`src/sv/bbr_pkg.sv`:
```
`timescale 1ns / 1ps
// shared types, widths and codes of the 3x3 box blur
// no dependencies
package bbr_pkg;

	localparam int MAX_WIDTH    = 2048;
	localparam int MAX_HEIGHT   = 4096;
	localparam int CHANNEL_BITS = 16;
	localparam int NUM_CH       = 4;

	// frame position counters
	localparam int COL_W   = $clog2(MAX_WIDTH);
	localparam int ROW_W   = $clog2(MAX_HEIGHT + 2);
	localparam int EFF_W_W = $clog2(MAX_WIDTH + 1);
	localparam int EFF_H_W = $clog2(MAX_HEIGHT + 1);

	// configuration port
	localparam int CFG_WIDTH_W  = 12;
	localparam int CFG_HEIGHT_W = 13;
	localparam int CFG_DATA_W   = 13;
	localparam int CFG_INDEX_W  = 1;
	localparam logic [CFG_INDEX_W-1:0] REG_IMAGE_WIDTH  = 1'd0;
	localparam logic [CFG_INDEX_W-1:0] REG_IMAGE_HEIGHT = 1'd1;
	localparam logic [CFG_WIDTH_W-1:0]  WIDTH_RESET  = 12'd640;
	localparam logic [CFG_HEIGHT_W-1:0] HEIGHT_RESET = 13'd480;

	// opcodes
	localparam logic OP_PIXEL = 1'b0;
	localparam logic OP_FLUSH = 1'b1;

	// arithmetic widths
	localparam int COLSUM_W  = CHANNEL_BITS + 2;
	localparam int SUM_W     = CHANNEL_BITS + 4;
	localparam int DIV_SHIFT = SUM_W + 3;
	localparam int RECIP_W   = DIV_SHIFT - 1;
	localparam int PROD_W    = SUM_W + RECIP_W;

	// reciprocals rounded up, exact for any dividend below 2**SUM_W
	localparam logic [RECIP_W-1:0] RECIP_4 =
		RECIP_W'((64'd1 << DIV_SHIFT) / 64'd4);
	localparam logic [RECIP_W-1:0] RECIP_6 =
		RECIP_W'(((64'd1 << DIV_SHIFT) + 64'd5) / 64'd6);
	localparam logic [RECIP_W-1:0] RECIP_9 =
		RECIP_W'(((64'd1 << DIV_SHIFT) + 64'd8) / 64'd9);

	// command queue
	localparam int CMDQ_DEPTH = 4;
	localparam int CMDQ_PTR_W = $clog2(CMDQ_DEPTH);
	localparam int CMDQ_CNT_W = $clog2(CMDQ_DEPTH + 1);

	typedef logic [NUM_CH-1:0][CHANNEL_BITS-1:0] pix_t;

	// divisor class: corner, edge, interior
	typedef logic [1:0] div_t;
	localparam div_t DIV4 = 2'd0;
	localparam div_t DIV6 = 2'd1;
	localparam div_t DIV9 = 2'd2;

	typedef struct packed {
		logic lft;
		logic rgt;
		logic top;
		logic bot;
	} mask_t;

	typedef struct packed {
		pix_t             pix;
		logic [COL_W-1:0] col;
		logic             emit;
		mask_t            mask;
		div_t             div;
		logic             frame_end;
	} cmd_t;

	typedef struct packed {
		pix_t pix;
		logic frame_end;
	} res_t;

endpackage

```
`src/sv/bbr_front.sv`:
```
`timescale 1ns / 1ps
// front of the box blur: configuration, frame position and classification of items
// depends on bbr_pkg
module bbr_front import bbr_pkg::*; (
	input  logic                   clk,
	input  logic                   arst_n,
	input  logic                   cfg_write,
	input  logic [CFG_INDEX_W-1:0] cfg_index,
	input  logic [CFG_DATA_W-1:0]  cfg_data,
	input  logic                   push,
	input  logic                   opcode,
	input  pix_t                   pix,
	input  logic                   cmdq_full,
	output logic                   cmd_push,
	output cmd_t                   cmd
);

	logic [CFG_WIDTH_W-1:0]  width_q;
	logic [CFG_HEIGHT_W-1:0] height_q;
	logic [ROW_W-1:0]        in_row_q;
	logic [COL_W-1:0]        in_col_q;

	logic [EFF_W_W-1:0] eff_w;
	logic [EFF_H_W-1:0] eff_h;
	logic [COL_W-1:0]   w_last;
	logic [ROW_W-1:0]   h_last;
	logic               draining;
	logic               act;
	logic               emit_mid;
	logic               emit_wrap;
	logic               emit;
	logic [ROW_W-1:0]   orow;
	logic [COL_W-1:0]   ocol;
	mask_t              mask;
	logic               frame_end_c;
	logic               col_wrap;

	always_comb begin
		eff_w = EFF_W_W'(width_q);
		if (width_q < CFG_WIDTH_W'(2)) begin
			eff_w = EFF_W_W'(2);
		end else if (int'(width_q) > MAX_WIDTH) begin
			eff_w = EFF_W_W'(MAX_WIDTH);
		end
		eff_h = EFF_H_W'(height_q);
		if (height_q < CFG_HEIGHT_W'(2)) begin
			eff_h = EFF_H_W'(2);
		end else if (int'(height_q) > MAX_HEIGHT) begin
			eff_h = EFF_H_W'(MAX_HEIGHT);
		end
	end

	assign w_last   = COL_W'(eff_w - EFF_W_W'(1));
	assign h_last   = ROW_W'(eff_h - EFF_H_W'(1));
	assign draining = in_row_q >= ROW_W'(eff_h);

	// a flush before the drain phase is taken and dropped
	assign act = push && !cmdq_full && !(opcode == OP_FLUSH && !draining);

	assign emit_mid  = (in_row_q != '0) && (in_col_q != '0);
	assign emit_wrap = (in_row_q >= ROW_W'(2)) && (in_col_q == '0);
	assign emit      = emit_mid || emit_wrap;

	assign orow = emit_mid ? in_row_q - ROW_W'(1) : in_row_q - ROW_W'(2);
	assign ocol = emit_mid ? in_col_q - COL_W'(1) : w_last;

	assign mask.lft = ocol != '0;
	assign mask.rgt = ocol < w_last;
	assign mask.top = orow != '0;
	assign mask.bot = orow < h_last;

	assign frame_end_c = emit && (orow >= h_last) && (ocol >= w_last);
	assign col_wrap    = (EFF_W_W'(in_col_q) + EFF_W_W'(1)) >= eff_w;

	always_comb begin
		cmd.pix       = draining ? '0 : pix;
		cmd.col       = in_col_q;
		cmd.emit      = emit;
		cmd.mask      = mask;
		cmd.frame_end = frame_end_c;
		if (mask.lft && mask.rgt && mask.top && mask.bot) begin
			cmd.div = DIV9;
		end else if ((mask.lft && mask.rgt) || (mask.top && mask.bot)) begin
			cmd.div = DIV6;
		end else begin
			cmd.div = DIV4;
		end
	end

	assign cmd_push = act;

	always_ff @(posedge clk or negedge arst_n) begin
		if (!arst_n) begin
			width_q  <= WIDTH_RESET;
			height_q <= HEIGHT_RESET;
		end else if (cfg_write) begin
			unique case (cfg_index)
				REG_IMAGE_WIDTH:  width_q  <= cfg_data[CFG_WIDTH_W-1:0];
				REG_IMAGE_HEIGHT: height_q <= cfg_data[CFG_HEIGHT_W-1:0];
				default: ;
			endcase
		end
	end

	always_ff @(posedge clk or negedge arst_n) begin
		if (!arst_n) begin
			in_row_q <= '0;
			in_col_q <= '0;
		end else if (act) begin
			priority if (frame_end_c) begin
				in_row_q <= '0;
				in_col_q <= '0;
			end else if (col_wrap) begin
				in_row_q <= in_row_q + 1'b1;
				in_col_q <= '0;
			end else begin
				in_col_q <= in_col_q + 1'b1;
			end
		end
	end

	a_end_restarts: assert property (@(posedge clk) disable iff (!arst_n)
		cmd_push && cmd.frame_end |=> in_row_q == '0 && in_col_q == '0)
		else $error("position did not return to origin after frame end");

	a_early_flush_idle: assert property (@(posedge clk) disable iff (!arst_n)
		push && !cmdq_full && opcode == OP_FLUSH && !draining
		|=> $stable(in_row_q) && $stable(in_col_q))
		else $error("flush before drain moved the position");

	a_end_is_corner: assert property (@(posedge clk) disable iff (!arst_n)
		cmd_push && cmd.frame_end |-> cmd.div == DIV4)
		else $error("last pixel of frame not classed as corner");

endmodule

```
`config.mk`:
```
export PLATFORM = sky130hd
export DESIGN_NAME = bbr_front
export DESIGN_NICKNAME = d
export VERILOG_FILES = /design/src/sv/bbr_pkg.sv /design/src/sv/bbr_front.sv
export SDC_FILE = /design/constraint.sdc
export NUM_CORES = 1
export LEC_CHECK = 0
export ABC_AREA = 1
export BUFFER_PORTS_ARGS = -buffer_cell sky130_fd_sc_hd__buf_2
export CORE_AREA = 2 2 121 123
export CTS_BUF_LIST = sky130_fd_sc_hd__clkbuf_4 sky130_fd_sc_hd__clkbuf_8 sky130_fd_sc_hd__clkbuf_16
export CTS_CLUSTER_DIAMETER = 120
export DETAILED_ROUTE_END_ITERATION = 10
export DIE_AREA = 0 0 123 125
export HOLD_SLACK_MARGIN = 0.03
export PLACE_DENSITY = 0.67
export SLEW_MARGIN = 30
export SYNTH_ARGS = -nofsm -noshare
export SYNTH_HDL_FRONTEND = slang
export SYNTH_SLANG_ARGS = --single-unit
```
`constraint.sdc`:
```
create_clock -name clk -period 10 [get_ports clk]
set_input_delay 2 -clock clk [delete_from_list [all_inputs] [get_ports clk]]
set_output_delay 2 -clock clk [all_outputs]
set_load 0.02 [all_outputs]
```
==> results of run 1 <==
-- power by group through the flow --
stage	Combinational, W	Sequential, W	Clock (W)
6_report	0.00172	0.000302	0.000204
5_1_grt	0.00196	0.000307	0.000219
4_1_cts	0.00172	0.000300	0.000210
3_5_place_dp	0.00171	0.000303	0
3_3_place_gp	0.00170	0.000303	0
2_1_floorplan	0.00131	0.000310	0
-- sequential cells by signal (all words and copies together) (netlist names) --
register / cells
height_q: 13
width_q: 12
in_col_q: 11
in_row_q: 13
-- worst max-delay path: cells and delay by family, from the launching register on --
| kind | cells | cell delay [ns] |
|---|---|---|
| AO/OA/AOI/OAI | 2 | 0.76 |
| XOR/XNOR | 1 | 0.16 |
| adder cells (fa/ha/maj) | 2 | 0.53 |
| buffers and inverters | 5 | 0.45 |
| flip-flops | 1 | 0.54 |
| AND/OR/NAND/NOR | 11 | 1.49 |
-- worst min path at each step --
stage | cells past startpoint | to | slack [ns] | from
detailed placement | 2 | width_q[0] | 0.47 | width_q[0]
global route | 2 | width_q[9] | 0.52 | width_q[9]
finish | 2 | width_q[0] | 0.49 | width_q[0]
global placement | 2 | width_q[0] | 0.47 | width_q[0]
floorplan | 2 | width_q[0] | 0.45 | width_q[0]
CTS | 2 | width_q[0] | 0.49 | width_q[0]
-- cell type report --
class,instances,area (µm²)
clock buffers,6,138.9
clock inverters,2,37.54
fillers,1450,7073
inverters,171,641.9
multi-input cells,690,3990
flip-flops and latches,49,1234
well taps,184,230.2
repair buffers,170,858.3
-- cells in the final DEF, fill, tap and decap left out, types with 8 or more instances in the layout --
master,count
a21oi_1,25
buf_2,167
dfrtp_1,43
ha_1,59
inv_1,164
nand2_1,201
nand2_2,18
nand2_4,8
nand3_1,40
nand3_2,12
nand4_1,16
nor2_1,131
nor3_1,15
o21ai_0,49
o21ai_1,24
xnor2_1,13
xor2_1,36
-- metal layers --
metal / part of all wire, % / GRT usage, % / vias up
met1: 47 / 29.28 / 2744
met2: 45 / 35.46 / 183
met3: 6.0 / 2.874 / 16
met4: 1.6 / 5.548 / 0
li1: - / - / 3231
met5: 0 / 0 / -
-- through the flow --
step	hold slack, ns	instances	utilization [%]	instance area (µm²)	setup WS (ns)
6_report	0.4867	1272	50.20	7131	3.753
4_1_cts	0.4901	1272	50.20	7131	3.766
3_5_place_dp	0.4731	1264	48.96	6954	4.133
2_1_floorplan	0.4530	942	-	6066	4.120
3_3_place_gp	0.4738	1264	48.96	6954	4.187
5_1_grt	0.5153	1272	50.20	7131	3.291
-- cells in the mapped netlist, types with 9 or more instances --
| cell | count |
|---|---|
| o21ai_0 | 49 |
| nand2_2 | 18 |
| a21oi_1 | 25 |
| nor3_1 | 15 |
| nand3_1 | 41 |
| nand4_1 | 16 |
| dfrtp_1 | 43 |
| ha_1 | 59 |
| inv_1 | 164 |
| xor2_1 | 36 |
| nand2_1 | 201 |
| nand3_2 | 11 |
| clkbuf_1 | 9 |
| o21ai_1 | 24 |
| nor2_1 | 131 |
| xnor2_1 | 13 |
-- cells by family (layout without fill, tap and decap cells) --
kind of cell	Yosys count	after routing
simple gates	463	463
flops	49	49
buf+inv	203	349
xor+xnor	50	50
fa+ha+maj	59	59
compound gates	118	118
==> summary.md, run 1 <==
| Metric | Value |
|---|---|
| Net Sw Power | `about 0.0013 W` |
| Most used cell, CP | `inv_1` |
| Arr. time, crit path | `approximately 4.3 ns` |
| DR vias/cell | `4.854` |
| VDD IR max | `about 0.14 mV` |
| Initial DRC Count | `between 300 and 400` |
| Synth Area in XOR/XNOR | `7.343%` |
| Fin crit period | `approximately 6.2 ns` |
| DR WL/cell | `around 13 µm` |
| Mean Syn Cell Area | `between 6 and 7 µm²` |
| Gr usage total | `between 20% and 30%` |
| Area contributors post-synth | `dfrtp_1 18%, nand2_1 12%, ha_1 12%` |
| Number of warnings issued by yosys | `0` |
| Worst-Margin Slew | `about 0.74 ns` |
| Post-Synth Adder-Cell Area | `~12%` |
| Post-synthesis sequential area ratio | `20.34%` |
| Combinational share of power | `between 70% and 80%` |
| Post-CTS setup buffer count | `0` |
| Die width | `roughly 120 µm` |
| Max incr delay on CP | `between 0.5 and 0.6 ns` |
| Worst-Skew Late Latency | `0.30 ns` |
| Register share of total power | `a little over an eighth` |
| Setup-failing EPs final | `0` |
| Crit-path max FO | `15` |
| RSZ-0062 raised after global routing | `false` |
| Synth unique cells | `48` |
| Hpwl dp | `between 10 and 15 mm` |
| Vias in the first global route | `between 5000 and 6000` |
| Worst Setup Path Type | `reg -> out` |
| Max_cap viols | `0` |
| Switching share of power | `roughly 58%` |
| Max Freq | `160.1 MHz` |
| Core area | `0.01420 mm²` |
| # DRC | `0` |
| Clock sink count | `49` |
| Total power | `0.002229 W` |
| R2r setup slk | `roughly 5.5 ns` |
| Ys async rst share | `between 90% and 100%` |
| Largest net degree at the start of global routing | `55` |
| CP Capture Point | `cmd[0]` |
| Hold crit path type | `reg -> reg` |
| Static Leakage | `about 4.1 nW` |
| Outcome | `complete, no violations` |
| IO buf count | `167` |
| CTS Buffer Depth | `2` |
| Period utilization | `a little over three fifths` |
| Area leader, netlist | `dfrtp_1` |
| # rows | `44` |
| Congestion Overflow GR | `0` |
| Via count | `between 6000 and 7000` |
| Root buf cell | `clkbuf_16` |
| Largest family of logic cells by synthesized area | `simple AND/OR/NAND/NOR gates` |
| Ant. Diodes | `0` |
| Area Growth Syn to Fin | `17.55%` |
| Multiplexer area fraction after synthesis | `0%` |
| Share of cells above drive strength 1 | `between 20% and 30%` |
| Resize count post-CTS | `0` |
| CP max stage cell | `dfstp_2` |
| I/O pin count | `between 150 and 200` |
| Number of flops mapped to enable cells by yosys | `0` |
| Routed wire length | `roughly 16 mm` |
| Clk pwr share | `9.1%` |
| Max_slew headroom | `between 40% and 50%` |
| RR Endpoint | `in_col_q[0]` |
| #FFs+latches synth | `49` |
| Syn nets | `1085` |
| Reg clk slew, reported paths | `roughly 0.060 ns` |
| Int Power | `roughly 0.00095 W` |
| Die area | `0.01538 mm²` |
| H-Tree Depth | `2` |
| First-pass GRT wire length | `approximately 27 mm` |
| Initial antenna violation count | `0` |
| Fin. max-slew vios | `0` |
| Cell Area, Synth | `between 0.006 and 0.007 mm²` |
| Worst-path cell chain | `nor2_1, nand2_1, inv_1, nand4_1, nand2_1, a21oi_1, ha_1, nand3_1, inv_1, nand3_1, nor2_1, nand4_1, xor2_1, ha_1, nand2_1, inv_1, nand3_1, o41ai_1, nand3_2, inv_1, buf_2` |
| Final RePlAce weighted congestion | `0.8948` |
| Share of the synthesized area in the top cell type | `17.74%` |
| Final setup TNS | `0 ns` |
| Remaining antenna violation count | `0` |
| Synth Area in Compound Gates | `around 11%` |
| Detailed Routing Iterations Pass 1 | `4` |
| PwrDens | `312.7 mW/mm²` |
| CTS Buf Count | `5` |
| Post-synthesis cell count | `between 900 and 1000` |
| Crit. Startpoint | `height_q[7]` |
| Worst Setup Start Kind | `flip-flop` |
| Final Hold Vio Count | `0` |
| DIE HEIGHT | `125 µm` |
| Cell depth of the worst flop-to-flop path | `24` |
| Cts-stage hold buffer count | `0` |
| Worst EP required | `roughly 8.0 ns` |
| Synth Flop Type | `dfrtp_1` |
| Final #Nets | `1230` |
| Critical R2R Launch | `width_q[7]` |
| Initial Util | `approximately 43%` |
| Critical Path Sink Type | `primary output` |
| CTS tree | `yes` |
| Post-synthesis simple-gate area fraction | `35.17%` |
| Worst Skew | `0.01012 ns` |
No activity file was read; power rests on OpenSTA's default activity.
==> run 2, diff against run 1 <==
Settings changed: PLACE_DENSITY 0.67 to 0.7.
Clock period 10 ns to 5.2 ns, I/O delays scaled along.
==> summary.md, run 2 (same netlist as run 1, synthesis figures left out) <==
| Metric | Value |
|---|---|
| Remaining antenna violation count | `0 (unchanged)` |
| RSZ-0062 raised after global routing | `false` |
| Worst Setup Start Kind | `flip-flop` |
| Final Hold Vio Count | `0 (unchanged)` |
| Fin crit period | `4.857 ns` |
| Initial DRC Count | `407 (+18%)` |
| Multi-input gate area | `0.004013 mm² (+0.56%)` |
| IO buf count | `167 (unchanged)` |
| Worst EP required | `4.16 ns (-3.84 ns)` |
| Top flop regs | `height_q x13, in_row_q x13, width_q x12` |
| PwrDens | `605.7 mW/mm² (+94%)` |
| Critical Path Sink Type | `primary output` |
| Crit. Startpoint | `width_q[7]` |
| Final RePlAce weighted congestion | `0.9009 (+0.68%)` |
| Crit-path max FO | `20 (+5)` |
| Max_slew headroom | `48.08% (-1.8 points)` |
| CP top delay family | `simple AND/OR/NAND/NOR gates` |
| Via count | `6231 (+0.92%)` |
| Congestion Overflow GR | `0 (unchanged)` |
| CTS Buffer Depth | `2 (unchanged)` |
| Clock sink count | `49 (unchanged)` |
| Critical R2R Launch | `width_q[7]` |
| RR Endpoint | `in_col_q[0]` |
| Hpwl dp | `13.48 mm (+1.7%)` |
| Vias in the first global route | `5598 (+0.63%)` |
| Max Freq | `approximately 210 MHz` |
| Fin. max-slew vios | `0 (unchanged)` |
| Worst path bufs/invs | `4 (-1)` |
| Final #Nets | `1236 (+0.49%)` |
| Worst-Margin Slew | `0.7687 ns (+0.02728 ns)` |
| Post-layout util | `50.68% (+0.48 points)` |
| Most frequent cells in the layout | `200 x nand2_1, 167 x buf_2, 164 x inv_1, 130 x nor2_1, 59 x ha_1` |
| Filler instances | `1475 (+1.7%)` |
| Worst Setup Path Type | `reg -> out` |
| Share of cells above drive strength 1 | `24.04% (+0.79 points)` |
| # DRC | `0 (unchanged)` |
| # rows | `44 (unchanged)` |
| Arr. time, crit path | `3.82 ns (-0.43 ns)` |
| H-Tree Depth | `2 (unchanged)` |
| Die area | `0.01538 mm² (unchanged)` |
| Static Leakage | `4.189 nW (+0.97%)` |
| Initial Util | `42.71% (unchanged)` |
| Max_cap viols | `0 (unchanged)` |
| R2r setup slk | `0.86 ns (-4.67 ns)` |
| Worst Skew | `0.009990 ns (-0.0001273 ns)` |
| Die width | `123 µm (unchanged)` |
| CTS tree | `yes` |
| Routed wire length | `16.62 mm (+1.0%)` |
| Gr usage total | `21.40% (about the same)` |
| Initial antenna violation count | `0 (unchanged)` |
| CTS Buf Count | `5 (unchanged)` |
| Root buf cell | `clkbuf_16` |
| Detailed Routing Iterations Pass 1 | `5 (+1)` |
| VDD IR max | `0.2774 mV (+92%)` |
| Max incr delay on CP | `0.61 ns (+0.07 ns)` |
| Ant. Diodes | `0 (unchanged)` |
| Hold crit path type | `reg -> reg` |
| Final setup TNS | `0 ns (unchanged)` |
| I/O pin count | `168 (unchanged)` |
| Period utilization | `~93%` |
| Setup-failing EPs final | `0 (unchanged)` |
| WP depth | `22 (+4.8%)` |
| Core area | `0.01420 mm² (unchanged)` |
| Cell depth of the worst flop-to-flop path | `25 (+4.2%)` |
| Register area | `0.001234 mm² (unchanged)` |
| Worst-path cell chain | `inv_2, nand2_1, nor2_1, nand2_4, nand2_4, a21oi_4, ha_1, nand2_2, inv_2, nand2_2, nor2_1, nand3_1, nand3_2, nand2_2, ha_1, nand2_1, nor4_1, a221oi_2, o31ai_1, nand3_2, inv_1, buf_2` |
| Outcome | `complete, no violations` |
| Commonest non-fill, non-tap cell in the layout | `nand2_1` |
| DR WL/cell | `13.01 µm (+0.55%)` |
| Most used cell, CP | `nand2_2` |
| CP max stage cell | `dfstp_2` |
| DIE HEIGHT | `125 µm (unchanged)` |
| Post-CTS setup buffer count | `0 (unchanged)` |
| First-pass GRT wire length | `26.62 mm (about the same)` |
| Worst-Skew Late Latency | `0.30 ns (about the same)` |
| Largest net degree at the start of global routing | `55 (unchanged)` |
| DR vias/cell | `4.876 (+0.45%)` |
| Total power | `0.004360 W (+96%)` |
| Reg clk slew, reported paths | `0.06 ns (about the same)` |
| Area Growth Syn to Fin | `18.67%` |
| CP Capture Point | `cmd[0]` |
## run 2: changes by cell type in the layout (fill, tap and decap cells not counted)
cell,delta
buf_4,+6
a21oi_1,-1
a21oi_4,+1
a221oi_1,-1
a221oi_2,+1
clkbuf_4,+1
clkinvlp_4,-1
nand2_1,-1
nand2_2,+1
nor2_1,-1
nor2_2,+1
## run 2: worst min-delay path, delay by kind of cell, from the launching register on
family          cells  cell delay, ns
compound gates      1            0.06
flops               1            0.35
simple gates        1            0.05
## run 2: layout make-up
cell class                 instances  area share, %
tap                              184          3.198
clock inverter                     1         0.4172
timing repair buffer             176          12.55
clock buffer                       7          2.034
inverter                         171          8.917
multi-input combinational        690          55.74
sequential                        49          17.14
## run 2: timing repair
action                     CTS  global route
setup endpoints to repair    0             3
hold endpoints to repair     0             0
hold buffers                 0             0
resized for setup            0             5
## run 2: per-layer routing
| layer | GRT usage (%) | vias up | wire length (µm) |
|---|---|---|---|
| li1 | - | 3248 | - |
| met1 | 29.90 | 2752 | 7683 |
| met2 | 34.94 | 213 | 7573 |
| met3 | 2.737 | 18 | 1129 |
| met4 | 5.281 | 0 | 238 |
| met5 | 0 | - | 0 |
## run 2: through the flow
stage,area [µm²],setup slack (ns),hold WS [ns],std cells
final,7198,0.3432,0.4951,1278
after floorplan,6066,0.2799,0.4530,942
after CTS,7176,0.1231,0.4944,1278
after global routing,7198,0.01343,0.5165,1278
after detailed placement,6999,0.4554,0.4775,1270
after global placement,6999,0.5914,0.4725,1270
## run 2: worst min-delay path by stage
stage,start,end,cells after the start,slack (ns)
2_1_floorplan,width_q[0],width_q[0],2,0.45
6_report,width_q[0],width_q[0],2,0.50
4_1_cts,width_q[0],width_q[0],2,0.49
3_3_place_gp,width_q[0],width_q[0],2,0.47
5_1_grt,width_q[0],width_q[0],2,0.52
3_5_place_dp,width_q[0],width_q[0],2,0.48
## run 2: where the power goes
| part | internal [W] | total (W) | switching [W] |
|---|---|---|---|
| clock network | 0.000246 | 0.000394 | 0.000148 |
| logic | 0.00115 | 0.00339 | 0.00224 |
| registers | 0.000457 | 0.000574 | 0.000117 |
