==> src/sv/bbr_pkg.sv <==
`timescale 1ns / 1ps
// shared types, widths and codes of the 3x3 box blur
// no dependencies
package bbr_pkg;

	localparam int MAX_WIDTH    = 2048;
	localparam int MAX_HEIGHT   = 4096;
	localparam int CHANNEL_BITS = 16;
	localparam int NUM_CH       = 4;

	// frame position counters
	localparam int COL_W   = $clog2(MAX_WIDTH);
	localparam int ROW_W   = $clog2(MAX_HEIGHT + 2);
	localparam int EFF_W_W = $clog2(MAX_WIDTH + 1);
	localparam int EFF_H_W = $clog2(MAX_HEIGHT + 1);

	// configuration port
	localparam int CFG_WIDTH_W  = 12;
	localparam int CFG_HEIGHT_W = 13;
	localparam int CFG_DATA_W   = 13;
	localparam int CFG_INDEX_W  = 1;
	localparam logic [CFG_INDEX_W-1:0] REG_IMAGE_WIDTH  = 1'd0;
	localparam logic [CFG_INDEX_W-1:0] REG_IMAGE_HEIGHT = 1'd1;
	localparam logic [CFG_WIDTH_W-1:0]  WIDTH_RESET  = 12'd640;
	localparam logic [CFG_HEIGHT_W-1:0] HEIGHT_RESET = 13'd480;

	// opcodes
	localparam logic OP_PIXEL = 1'b0;
	localparam logic OP_FLUSH = 1'b1;

	// arithmetic widths
	localparam int COLSUM_W  = CHANNEL_BITS + 2;
	localparam int SUM_W     = CHANNEL_BITS + 4;
	localparam int DIV_SHIFT = SUM_W + 3;
	localparam int RECIP_W   = DIV_SHIFT - 1;
	localparam int PROD_W    = SUM_W + RECIP_W;

	// reciprocals rounded up, exact for any dividend below 2**SUM_W
	localparam logic [RECIP_W-1:0] RECIP_4 =
		RECIP_W'((64'd1 << DIV_SHIFT) / 64'd4);
	localparam logic [RECIP_W-1:0] RECIP_6 =
		RECIP_W'(((64'd1 << DIV_SHIFT) + 64'd5) / 64'd6);
	localparam logic [RECIP_W-1:0] RECIP_9 =
		RECIP_W'(((64'd1 << DIV_SHIFT) + 64'd8) / 64'd9);

	// command queue
	localparam int CMDQ_DEPTH = 4;
	localparam int CMDQ_PTR_W = $clog2(CMDQ_DEPTH);
	localparam int CMDQ_CNT_W = $clog2(CMDQ_DEPTH + 1);

	typedef logic [NUM_CH-1:0][CHANNEL_BITS-1:0] pix_t;

	// divisor class: corner, edge, interior
	typedef logic [1:0] div_t;
	localparam div_t DIV4 = 2'd0;
	localparam div_t DIV6 = 2'd1;
	localparam div_t DIV9 = 2'd2;

	typedef struct packed {
		logic lft;
		logic rgt;
		logic top;
		logic bot;
	} mask_t;

	typedef struct packed {
		pix_t             pix;
		logic [COL_W-1:0] col;
		logic             emit;
		mask_t            mask;
		div_t             div;
		logic             frame_end;
	} cmd_t;

	typedef struct packed {
		pix_t pix;
		logic frame_end;
	} res_t;

endpackage

==> src/sv/bbr_cmdq.sv <==
`timescale 1ns / 1ps
// short command queue between the front and the back of the box blur
// depends on bbr_pkg
module bbr_cmdq import bbr_pkg::*; (
	input  logic clk,
	input  logic arst_n,
	input  logic wr_en,
	input  cmd_t wr_data,
	output logic full,
	input  logic rd_en,
	output cmd_t rd_data,
	output logic empty
);

	cmd_t                  entry_q [CMDQ_DEPTH];
	logic [CMDQ_PTR_W-1:0] wr_ptr_q;
	logic [CMDQ_PTR_W-1:0] rd_ptr_q;
	logic [CMDQ_CNT_W-1:0] count_q;
	logic                  wr_ok;
	logic                  rd_ok;

	assign full    = count_q == CMDQ_CNT_W'(CMDQ_DEPTH);
	assign empty   = count_q == '0;
	assign wr_ok   = wr_en && !full;
	assign rd_ok   = rd_en && !empty;
	assign rd_data = entry_q[rd_ptr_q];

	function automatic logic [CMDQ_PTR_W-1:0] ptr_inc(input logic [CMDQ_PTR_W-1:0] p);
		return (p == CMDQ_PTR_W'(CMDQ_DEPTH - 1)) ? '0 : p + 1'b1;
	endfunction

	always_ff @(posedge clk) begin
		if (wr_ok) begin
			entry_q[wr_ptr_q] <= wr_data;
		end
	end

	always_ff @(posedge clk or negedge arst_n) begin
		if (!arst_n) begin
			wr_ptr_q <= '0;
			rd_ptr_q <= '0;
			count_q  <= '0;
		end else begin
			if (wr_ok) begin
				wr_ptr_q <= ptr_inc(wr_ptr_q);
			end
			if (rd_ok) begin
				rd_ptr_q <= ptr_inc(rd_ptr_q);
			end
			if (wr_ok && !rd_ok) begin
				count_q <= count_q + 1'b1;
			end else if (rd_ok && !wr_ok) begin
				count_q <= count_q - 1'b1;
			end
		end
	end

	a_fill_counts: assert property (@(posedge clk) disable iff (!arst_n)
		wr_ok && !rd_ok |=> count_q == $past(count_q) + 1'b1)
		else $error("command queue fill count did not follow a lone write");

endmodule

==> config.mk <==
export PLATFORM = sky130hd
export DESIGN_NAME = bbr_cmdq
export DESIGN_NICKNAME = d
export VERILOG_FILES = /design/src/sv/bbr_pkg.sv /design/src/sv/bbr_cmdq.sv
export SDC_FILE = /design/constraint.sdc
export NUM_CORES = 1
export LEC_CHECK = 0
export ABC_AREA = 1
export BUFFER_PORTS_ARGS = -buffer_cell sky130_fd_sc_hd__buf_2
export CAP_MARGIN = 20
export CORE_ASPECT_RATIO = 1.2
export CORE_MARGIN = 8
export CORE_UTILIZATION = 45
export DETAILED_ROUTE_END_ITERATION = 7
export GPL_TIMING_DRIVEN = 0
export PLACE_DENSITY = 0.67
export SYNTH_ARGS = -nofsm -noshare
export SYNTH_HDL_FRONTEND = slang
export SYNTH_SLANG_ARGS = --single-unit
==> constraint.sdc <==
create_clock -name clk -period 4.5 [get_ports clk]
set_input_delay 0.45 -clock clk [delete_from_list [all_inputs] [get_ports clk]]
set_output_delay 0.45 -clock clk [all_outputs]
set_load 0.01 [all_outputs]
==> results.ini, run 1 <==
[logic_synthesis]
async_flop_share_pct = 2.06
yosysUniqueCellTypes = 18
synth_edf_count = 332
yosys.cell_count.top_type = edfxtp_1
yosysTopAreaCellShare_pct = 72.7
ys_seq_area_share_pct = 74.0
yosysTopAreaCell = edfxtp_1
syn_avg_cell_area_sq_um = 13.3
synth_common_cells = 332 x edfxtp_1, 264 x nand2_1, 181 x inv_1
mappedNetlistNets = 1123
yosys_warnings = 0
syn_inst = 1029
ys.flop_type = edfxtp_1
yosys-top-cells-area = edfxtp_1 73%, o211ai_1 8.5%, nand2_1 7.2%
syn_area_sq_mm = 0.0137
synth_seq_cells = 339

[hold_path]
hold_start = wr_data[51]
hp-class = in -> reg

[critical_path]
critPathBufInv = 3
max_stage_delay_ns = 0.84
path_class = reg -> reg
crit_family = simple AND/OR/NAND/NOR gates
cp_slowest_cell = nor2_4
worstPathArrival_ns = 2.82
cp.required_ns = 4.70
cpMostUsedCell = buf_12
critPathLaunch = count_q[0]
worst_setup_path_end_kind = flip-flop
worstReg2RegStart = count_q[0]
startpoint_type = flip-flop
cp_max_fo = 26
path_cells = inv_1 -> nand3_1 -> nand2_1 -> nor2_4 -> buf_12 -> buf_12

[floorplanning]
die_area_sq_mm = 0.0363
rows = 70
fp.dieH_microns = 207
initial_core_util_pct = 45.4
ios = 172
die_w_microns = 175
core_sq_mm = 0.0302

[power_and_ir_drop]
power_density_mw_per_mm2 = 670
p_comb_share_pct = 36.9
switching_share_pct = 34.9
p_leak_nw = 6.64
clkPwrFrac_pct = 24.4
ir_drop_mv = 0.443
p_sw_mw = 3.86
intPower_mw = 7.21
p_seq_share_pct = 38.7

[grt]
grt_util_all_layers_pct = 17.3
antenna_found_initial = 6
grt_remaining_overflow = 0
grt_pass1_vias = 8840
grt_max_degree = 28
grt_pass1_wl_microns = 49000

[routing]
avgViaCountPerCell = 5.00
wl_microns = 31700
drc = 0
dr.first_iter.drc_count = 522
antenna_left = 0
dr.pass1.iters = 5
vias = 8364
routedWlPerCell_microns = 19.0

[finish]
fin_util_pct = 54.6
drive_above_1_share_pct = 23.3
multi_input_area_sq_mm = 0.00249
fin_nets = 1345
fill_cells = 2507
seqCellArea_sq_mm = 0.0101
synthToLayoutAreaGrowth_pct = 20.4

[clock_network]
cts_made_buffers = 35
htree_levels = 2
clock_path_buffers = 3
clk_latency_ns = 0.49
cts_tree = built
cts.sinks = 339
cts-resized-gates = 0
root_buffer = clkbuf_16
cts.clk_slew.worst_paths_ns = 0.06

[timing]
fin_skew_ns = 0.0104
setup_violations = 0
tightest_slew_ns = 0.962
fmax_ghz = 0.382
hold_viol_final = 0
slew_headroom_pct = 35.7
rsz0062_at_grt = no
hold_slack_ns = 0.158
drv_slew = 0
period_share_pct = 58.2
post-route-min-period_ns = 2.62

[run_status]
status = finished, final reports clean

[place]
dp_hpwl_microns = 21200
placement.io_buffers = 171
place_congestion = 0.737

[run]
cap_violations = 0

kinds of logic after synthesis:
group | count (synthesis) | share of synthesized area (%)
DFF | 339 | 74.0
and+or+nand+nor | 278 | 7.69
buffers and inverters | 237 | 8.06
AOI/OAI and AO/OA | 167 | 9.49
adders and majority gates | 7 | 0.694
xor gates and xnor gates | 1 | 0.0639
per-stage QoR:
step | total power [mW] | TNS [ns] | std cells | area [sq um] | setup slack (ns)
2_1_floorplan | 6.78 | -70.22 | 1029 | 13700 | -0.211
3_3_place_gp | 8.43 | -1075.90 | 1596 | 15100 | -3.35
3_5_place_dp | 8.55 | 0 | 1609 | 15400 | 1.82
4_1_cts | 11.3 | 0 | 1670 | 16500 | 1.81
5_1_grt | 11.7 | 0 | 1672 | 16500 | 1.65
6_report | 11.1 | 0 | 1673 | 16500 | 1.88
state kept, by name, indices dropped and copies added (netlist names):
| name | count |
|---|---|
| count_q | 3 |
| wr_ptr_q | 2 |
| entry_q | 332 |
| rd_ptr_q | 2 |
power by group through the flow:
stage,clock [mW],combinational [mW],sequential (mW)
2_1_floorplan,0,2.38,4.40
3_3_place_gp,0,3.94,4.49
3_5_place_dp,0,4.19,4.35
4_1_cts,2.77,4.21,4.29
5_1_grt,2.90,4.50,4.33
6_report,2.70,4.08,4.29
cell type report:
cell class | instances | area share (%)
sequential | 339 | 61.5
tap | 396 | 3.00
multi-input combinational | 453 | 15.1
clock buffer | 49 | 6.07
clock inverter | 11 | 0.493
timing repair buffer | 185 | 7.14
antenna | 3 | 0.0455
inverter | 182 | 4.14
buffer | 55 | 2.55
worst paths after layout:
kind                                  end  slack, ns  cells past startpoint
max                        entry_q[1][32]       1.88                      6
min                        entry_q[0][51]       0.16                      1
max reg2reg                entry_q[1][32]       1.88                      6
min reg2reg                    count_q[2]       0.50                      2
max in group asynchronous     rd_ptr_q[1]       4.02                      2
min in group asynchronous      count_q[2]       0.32                      2
cell usage in the layout, fill, tap and decap left out, types with 2 or more instances in the layout:
cell and n:
dfrtp_1 7, inv_1 181, nand2_1 264, nor2_1 2, buf_12 6, clkbuf_1 12, nand3_1 7, o211ai_1 156
diode_2 3, buf_6 20, o211ai_2 10, ha_1 6, clkinv_2 3, buf_16 7, buf_4 10, clkinv_1 5
edfxtp_1 332, nor2_4 4, clkbuf_16 37, clkbuf_8 3, buf_2 193
repair_timing:
action	CTS	global route
buffers inserted	0	0
hold endpoints to repair	7	0
hold buffers	1	0
layer usage:
metal  global-route usage, %  up-vias  wire length, microns
met3                    4.13       46                  1980
met1                    20.0     4077                 12400
met5                       0        -                    41
met4                    4.68        6                   591
li1                        -     4028                     -
met2                    31.4      207                 16700
Power figures use the tool's default switching activity.
==> run 2: changes to the inputs <==
clock period = 2.1 ns   (was 4.5 ns; I/O delays follow)
==> run 2 against run 1 <==
Effect of this change: worst setup slack got worse by 1.9 ns; routed wire length rose by 2.0%; core utilization rose by 3.3 points; critical path depth did not move; first-iteration DRC count rose by 15%; power rose by 120%; largest power group is now combinational cells; final area rose by 6.0%; sequential power rose by 110%; clock-buffer cell count fell by 3; die area did not move; clock skew fell by 0.00081 ns; global-route usage rose by 0.60 points.
==> results.ini, run 2 (synthesized netlist as in run 1, its figures left out) <==
[grt]
grt_use_met3_pct = 3.86  ; was 4.13%
grt_max_degree = 29  ; was 28
grtUsageMet1_pct = 21.6  ; was 20.0%
grt_util_met2_pct = 31.8  ; was 31.4%
grt_pass1_vias = 9136  ; was 8,840
grt_util_all_layers_pct = 17.9  ; was 17.3%
grt_pass1_wl_microns = 50600  ; was 49,000 microns
busiest_layer = met2  ; unchanged
antenna_found_initial = 2  ; was 6
grt_remaining_overflow = 0  ; unchanged

[finish]
fin_util_pct = 57.9  ; was 54.6%
fin_nets = 1434  ; was 1,345
drive_above_1_share_pct = 22.6  ; was 23.3%
diodes = 0  ; was 3
reg_top3 = entry_q (332), count_q (3)  ; unchanged
final_cell_mix = 332 x edfxtp_1, 263 x nand2_1, 180 x inv_1  ; was 332 x edfxtp_1, 264 x nand2_1, 193 x buf_2
largest_reg_flops = 332  ; unchanged
final_common_cell = edfxtp_1  ; unchanged
fill_cells = 2402  ; was 2,507
regMostFlops = entry_q  ; unchanged
synthToLayoutAreaGrowth_pct = 27.6  ; was 20.4%

[timing]
hold_viol_final = 0  ; unchanged
post-route-min-period_ns = 2.08
slew_headroom_pct = 50.2  ; was 35.7%
drv_slew = 0  ; unchanged
rsz0062_at_grt = yes  ; was no
period_share_pct = 98.9
setup-tns-final_ns = 0  ; unchanged
fmax_ghz = 0.481
tightest_slew_ns = 0.746  ; was 0.962 ns
fin_skew_ns = 0.00960  ; was 0.0104 ns
setup_violations = 0  ; unchanged

[clock_network]
root_buffer = clkbuf_16  ; unchanged
cts.clk_slew.worst_paths_ns = 0.06  ; about the same
cts_made_buffers = 35  ; unchanged
clk_latency_ns = 0.51  ; was 0.49 ns
clock_path_buffers = 3  ; unchanged
cts.sinks = 339  ; unchanged
htree_levels = 2  ; unchanged
cts_tree = built  ; unchanged

[critical_path]
cp_max_fo = 10  ; was 26
worst_setup_path_end_kind = output port  ; was flip-flop
path_class = reg -> out  ; was reg -> reg
startpoint_type = flip-flop  ; unchanged
cp.required_ns = 1.89  ; was 4.70 ns
worstPathArrival_ns = 1.87  ; was 2.82 ns

[floorplanning]
core_sq_mm = 0.0302  ; unchanged
die_w_microns = 175  ; unchanged
rows = 70  ; unchanged
fp.dieH_microns = 207  ; unchanged
initial_core_util_pct = 45.4  ; unchanged
die_area_sq_mm = 0.0363  ; unchanged
ios = 172  ; unchanged

[power_and_ir_drop]
p_comb_share_pct = 37.9  ; was 36.9%
clkPwrFrac_pct = 24.3  ; was 24.4%
intPower_mw = 15.8  ; was 7.21 mW
power_density_mw_per_mm2 = 1390  ; was 670 mW/mm^2
p_leak_nw = 7.05  ; was 6.64 nW
p_seq_share_pct = 37.8  ; was 38.7%
ir_drop_mv = 1.08  ; was 0.443 mV
p_sw_mw = 8.44  ; was 3.86 mW
p_total_mw = 24.3  ; was 11.1 mW
switching_share_pct = 34.8  ; was 34.9%

[place]
dp_hpwl_microns = 20600  ; was 21,200 microns
placement.io_buffers = 171  ; unchanged
place_congestion = 0.743  ; was 0.737

[routing]
wl_microns = 32400  ; was 31,700 microns
drc = 0  ; unchanged
routedWlPerCell_microns = 18.4  ; was 19.0 microns
avgViaCountPerCell = 4.92  ; was 5.00
dr.first_iter.drc_count = 601  ; was 522
dr.pass1.iters = 5  ; unchanged
antenna_left = 0  ; unchanged
vias = 8670  ; was 8,364

[run]
cap_violations = 0  ; unchanged

[run_status]
status = finished, final reports clean  ; unchanged

[hold_path]
hp-class = in -> async  ; was in -> reg

==> run 2: cell types whose count changed in the layout (fill, tap and decap cells not counted), moves of 4 or more <==
cell / delta
buf_8: +5
buf_6: +7
buf_2: -15
buf_4: +4
buf_16: -5
dlygate4sd3_1: +85
buf_12: +7
clkbuf_1: -4
==> run 2: metal layers <==
| layer | vias to the layer above | share of wire [%] | wire, microns |
|---|---|---|---|
| li1 | 4203 | - | - |
| met1 | 4173 | 40 | 12900 |
| met2 | 246 | 52 | 16900 |
| met3 | 44 | 6.1 | 1970 |
| met4 | 4 | 1.8 | 569 |
| met5 | - | 0.049 | 16 |
==> run 2: worst max-delay path: stages, from the launching register on <==
cell and delay [ns]:
dfrtp_1 0.41, buf_12 0.17, buf_12 0.16, buf_6 0.15, o211ai_1 0.19, nand2_1 0.11
buf_2 0.16
==> run 2: path summary, 6_finish.rpt <==
path,slack [ns],startpoint,end,depth (start not counted)
max in group asynchronous,1.84,arst_n,rd_ptr_q[1],2
worst min-delay path,0.07,arst_n,wr_ptr_q[0],2
min in group clk,0.45,wr_data[78],entry_q[1][78],2
worst max register to register,0.12,count_q[0],entry_q[1][42],6
worst max-delay path,0.02,rd_ptr_q[0],rd_data[49],6
worst min register to register,0.54,count_q[2],count_q[2],2
==> run 2: timing repair <==
item,CTS,global route
hold buffers,86,0
endpoints found under the setup margin,160,71
gates cloned,1,0
pin swaps,5,41
hold endpoints to repair,343,0
setup buffers,4,0
resized for setup,35,11
==> run 2: power groups by stage <==
stage / logic (mW) / registers [mW] / clock network [mW]
after global placement: 8.43 / 9.38 / 0
after detailed placement: 8.89 / 9.32 / 0
after global routing: 10.1 / 9.28 / 6.27
after CTS: 9.36 / 9.19 / 6.02
final: 9.20 / 9.19 / 5.89
after floorplan: 5.16 / 9.29 / 0
==> run 2: area by class of cell <==
class | instances | area (sq um) | share of cell area (%)
buffer | 55 | 564 | 3.23
clock buffer | 46 | 970 | 5.54
clock inverter | 16 | 120 | 0.687
inverter | 182 | 683 | 3.91
multi-input combinational | 454 | 2510 | 14.3
sequential | 339 | 10100 | 58.0
tap | 396 | 495 | 2.83
timing repair buffer | 273 | 2000 | 11.4
==> run 2: through the flow <==
step                      hold WS (ns)  std cells  area, sq um  worst slack (ns)
after floorplan                -0.0856       1029        13800            -0.243
after global placement          0.0568       1596        15100             -1.30
after detailed placement        0.0628       1608        15400            -0.214
after CTS                       0.0570       1761        17500           -0.0146
after global routing            0.0804       1761        17500           -0.0804
final                           0.0737       1761        17500            0.0223
==> run 3: changes to the inputs <==
CORE_UTILIZATION = 52   (was 45)
PLACE_DENSITY = 0.76   (was 0.67)
==> run 3 against run 2 <==
Effect of this change: the run now ends with setup timing left; power grew 8.2%; cell count shrank 1.8%; first-iteration DRC count grew 8.8%; final area grew 4.7%; largest power group unchanged; clock skew is essentially flat; sequential cell count is the same; non-clock buffer count grew 35; worst setup slack lost 0.15 ns; fmax shrank 6.9%; die area shrank 12%; highest routed layer unchanged.
==> results.ini, run 3 (synthesized netlist as in run 1, its figures left out) <==
[run_status]
status = complete, but fails checks  ; was finished, final reports clean
violations = setup timing

[clock_network]
clock_path_buffers = 3  ; unchanged
cts.sinks = 339  ; unchanged
cts_made_buffers = 31  ; was 35
clk_latency_ns = 0.55  ; was 0.51 ns
htree_levels = 1  ; was 2
cts.clk_slew.worst_paths_ns = 0.07  ; was 0.06 ns
cts_tree = built  ; unchanged
root_buffer = clkbuf_16  ; unchanged

[finish]
fin_nets = 1465  ; was 1,434
final_cell_mix = 332 x edfxtp_1, 244 x nand2_1, 180 x inv_1  ; was 332 x edfxtp_1, 263 x nand2_1, 180 x inv_1
final_common_cell = edfxtp_1  ; unchanged
fill_cells = 1681  ; was 2,402
synthToLayoutAreaGrowth_pct = 33.6  ; was 27.6%
largest_reg_flops = 332  ; unchanged
regMostFlops = entry_q  ; unchanged
drive_above_1_share_pct = 25.9  ; was 22.6%
reg_top3 = entry_q (332), count_q (3)  ; unchanged
fin_util_pct = 70.1  ; was 57.9%

[timing]
hold_viol_final = 0  ; unchanged
tightest_slew_ns = 0.739  ; was 0.746 ns
setup_violations = 56  ; was 0
rsz0062_at_grt = yes  ; unchanged
drv_slew = 0  ; unchanged
hold_slack_ns = 0.0577  ; was 0.0737 ns
post-route-min-period_ns = 2.23  ; was 2.08 ns
layout_setup_ws_ns = -0.132  ; was 0.0223 ns
slew_headroom_pct = 50.7  ; was 50.2%
period_share_pct = 106  ; was 98.9%
fmax_ghz = 0.448  ; was 0.481 GHz
fin_skew_ns = 0.00986  ; was 0.00960 ns

[critical_path]
path_cells = buf_12 -> buf_12 -> buf_4 -> buf_8 -> o211ai_1 -> nand2_1 -> buf_2  ; was buf_12 -> buf_12 -> buf_6 -> o211ai_1 -> nand2_1 -> buf_2
worstPathArrival_ns = 2.02  ; was 1.87 ns
path_class = reg -> out  ; unchanged
startpoint_type = flip-flop  ; unchanged
worst_setup_path_end_kind = output port  ; unchanged
cp_slowest_cell = dfrtp_2  ; was dfrtp_1
cp_max_fo = 10  ; unchanged
cpMostUsedCell = buf_12  ; unchanged
cp.required_ns = 1.89  ; about the same
max_stage_delay_ns = 0.43  ; was 0.41 ns

[floorplanning]
rows = 65  ; was 70
fp.dieH_microns = 194  ; was 207 microns
ios = 172  ; unchanged
die_area_sq_mm = 0.0318  ; was 0.0363 sq mm
initial_core_util_pct = 52.5  ; was 45.4%
die_w_microns = 164  ; was 175 microns
core_sq_mm = 0.0261  ; was 0.0302 sq mm

[grt]
antenna_found_initial = 2  ; unchanged
grt_util_all_layers_pct = 22.3  ; was 17.9%
grt_max_degree = 28  ; was 29
grt_pass1_wl_microns = 54400  ; was 50,600 microns
grt_remaining_overflow = 0  ; unchanged
grt_pass1_vias = 9653  ; was 9,136

[place]
placement.io_buffers = 171  ; unchanged
place_congestion = 0.750  ; was 0.743
dp_hpwl_microns = 20800  ; was 20,600 microns

[power_and_ir_drop]
p_total_mw = 26.3  ; was 24.3 mW
power_density_mw_per_mm2 = 1440  ; was 1390 mW/mm^2
p_leak_nw = 7.44  ; was 7.05 nW
ir_drop_mv = 1.05  ; was 1.08 mV

[routing]
routedWlPerCell_microns = 20.9  ; was 18.4 microns
wl_microns = 36200  ; was 32,400 microns
vias = 9253  ; was 8,670
avgViaCountPerCell = 5.35  ; was 4.92
antenna_left = 0  ; unchanged
dr.pass1.iters = 5  ; unchanged
dr.first_iter.drc_count = 654  ; was 601
drc = 0  ; unchanged

[hold_path]
hp-class = in -> async  ; unchanged

[run]
cap_violations = 0  ; unchanged

-- run 3: cell type report --
type                            count  area [sq um]  area share [%]
Sequential cell                   339         10100            55.4
Buffer                             54           741            4.04
Inverter                          182           683            3.73
Tap cell                          335           419            2.29
Clock buffer                       36           795            4.34
Timing Repair Buffer              309          2760            15.1
Multi-Input combinational cell    454          2590            14.2
Antenna cell                        1          2.50          0.0137
Clock inverter                     20           173           0.943
-- run 3: metal layers --
layer	track usage, %	vias up	wire, microns	share of wire, %
met5	0	-	13	0.036
met4	6.88	2	880	2.4
met3	2.95	68	2330	6.4
met2	40.1	371	19400	53
met1	26.9	4525	13600	38
li1	-	4287	-	-
-- run 3: worst paths after layout --
kind | slack, ns | to | from | depth (start not counted)
max | -0.13 | rd_data[3] | rd_ptr_q[0] | 7
min | 0.06 | count_q[0] | arst_n | 2
max reg2reg | 0.15 | count_q[1] | count_q[0] | 9
min reg2reg | 0.56 | count_q[0] | count_q[0] | 1
max in group asynchronous | 1.84 | rd_ptr_q[0] | arst_n | 2
min in group clk | 0.41 | entry_q[1][66] | wr_data[66] | 2
-- run 3: report_power, final --
| part | internal [mW] | switching, mW | total [mW] | leakage (nW) |
|---|---|---|---|---|
| clock | 3.06 | 2.38 | 5.44 | 0.477 |
| sequential | 8.87 | 0.368 | 9.23 | 3.12 |
| combinational | 5.14 | 6.47 | 11.6 | 3.84 |
| total | 17.1 | 9.22 | 26.3 | 7.44 |
-- run 3: through the flow --
step / setup slack, ns / setup TNS (ns) / area [sq um] / instances
after floorplan: -0.243 / -75.30 / 13800 / 1029
after global placement: -1.27 / -411.63 / 15000 / 1535
after detailed placement: -0.186 / -10.44 / 15400 / 1549
after CTS: -0.145 / -4.81 / 18200 / 1725
after global routing: -0.199 / -8.61 / 18300 / 1730
final: -0.132 / -3.35 / 18300 / 1730
-- run 3: worst max-delay path: cells and delay by family, from the launching register on --
| family | cells | cell delay, ns |
|---|---|---|
| buf+inv | 5 | 0.76 |
| flops | 1 | 0.43 |
| compound gates | 1 | 0.18 |
| simple gates | 1 | 0.10 |
-- run 3: repair_timing --
action / 4_1_cts / 5_1_grt
setup endpoints to repair: 196 / 103
hold endpoints to repair: 343 / 0
setup buffers: 15 / 14
pin swaps: 125 / 77
hold buffers: 86 / 0
gates resized for setup: 119 / 45
cloned: 19 / 1
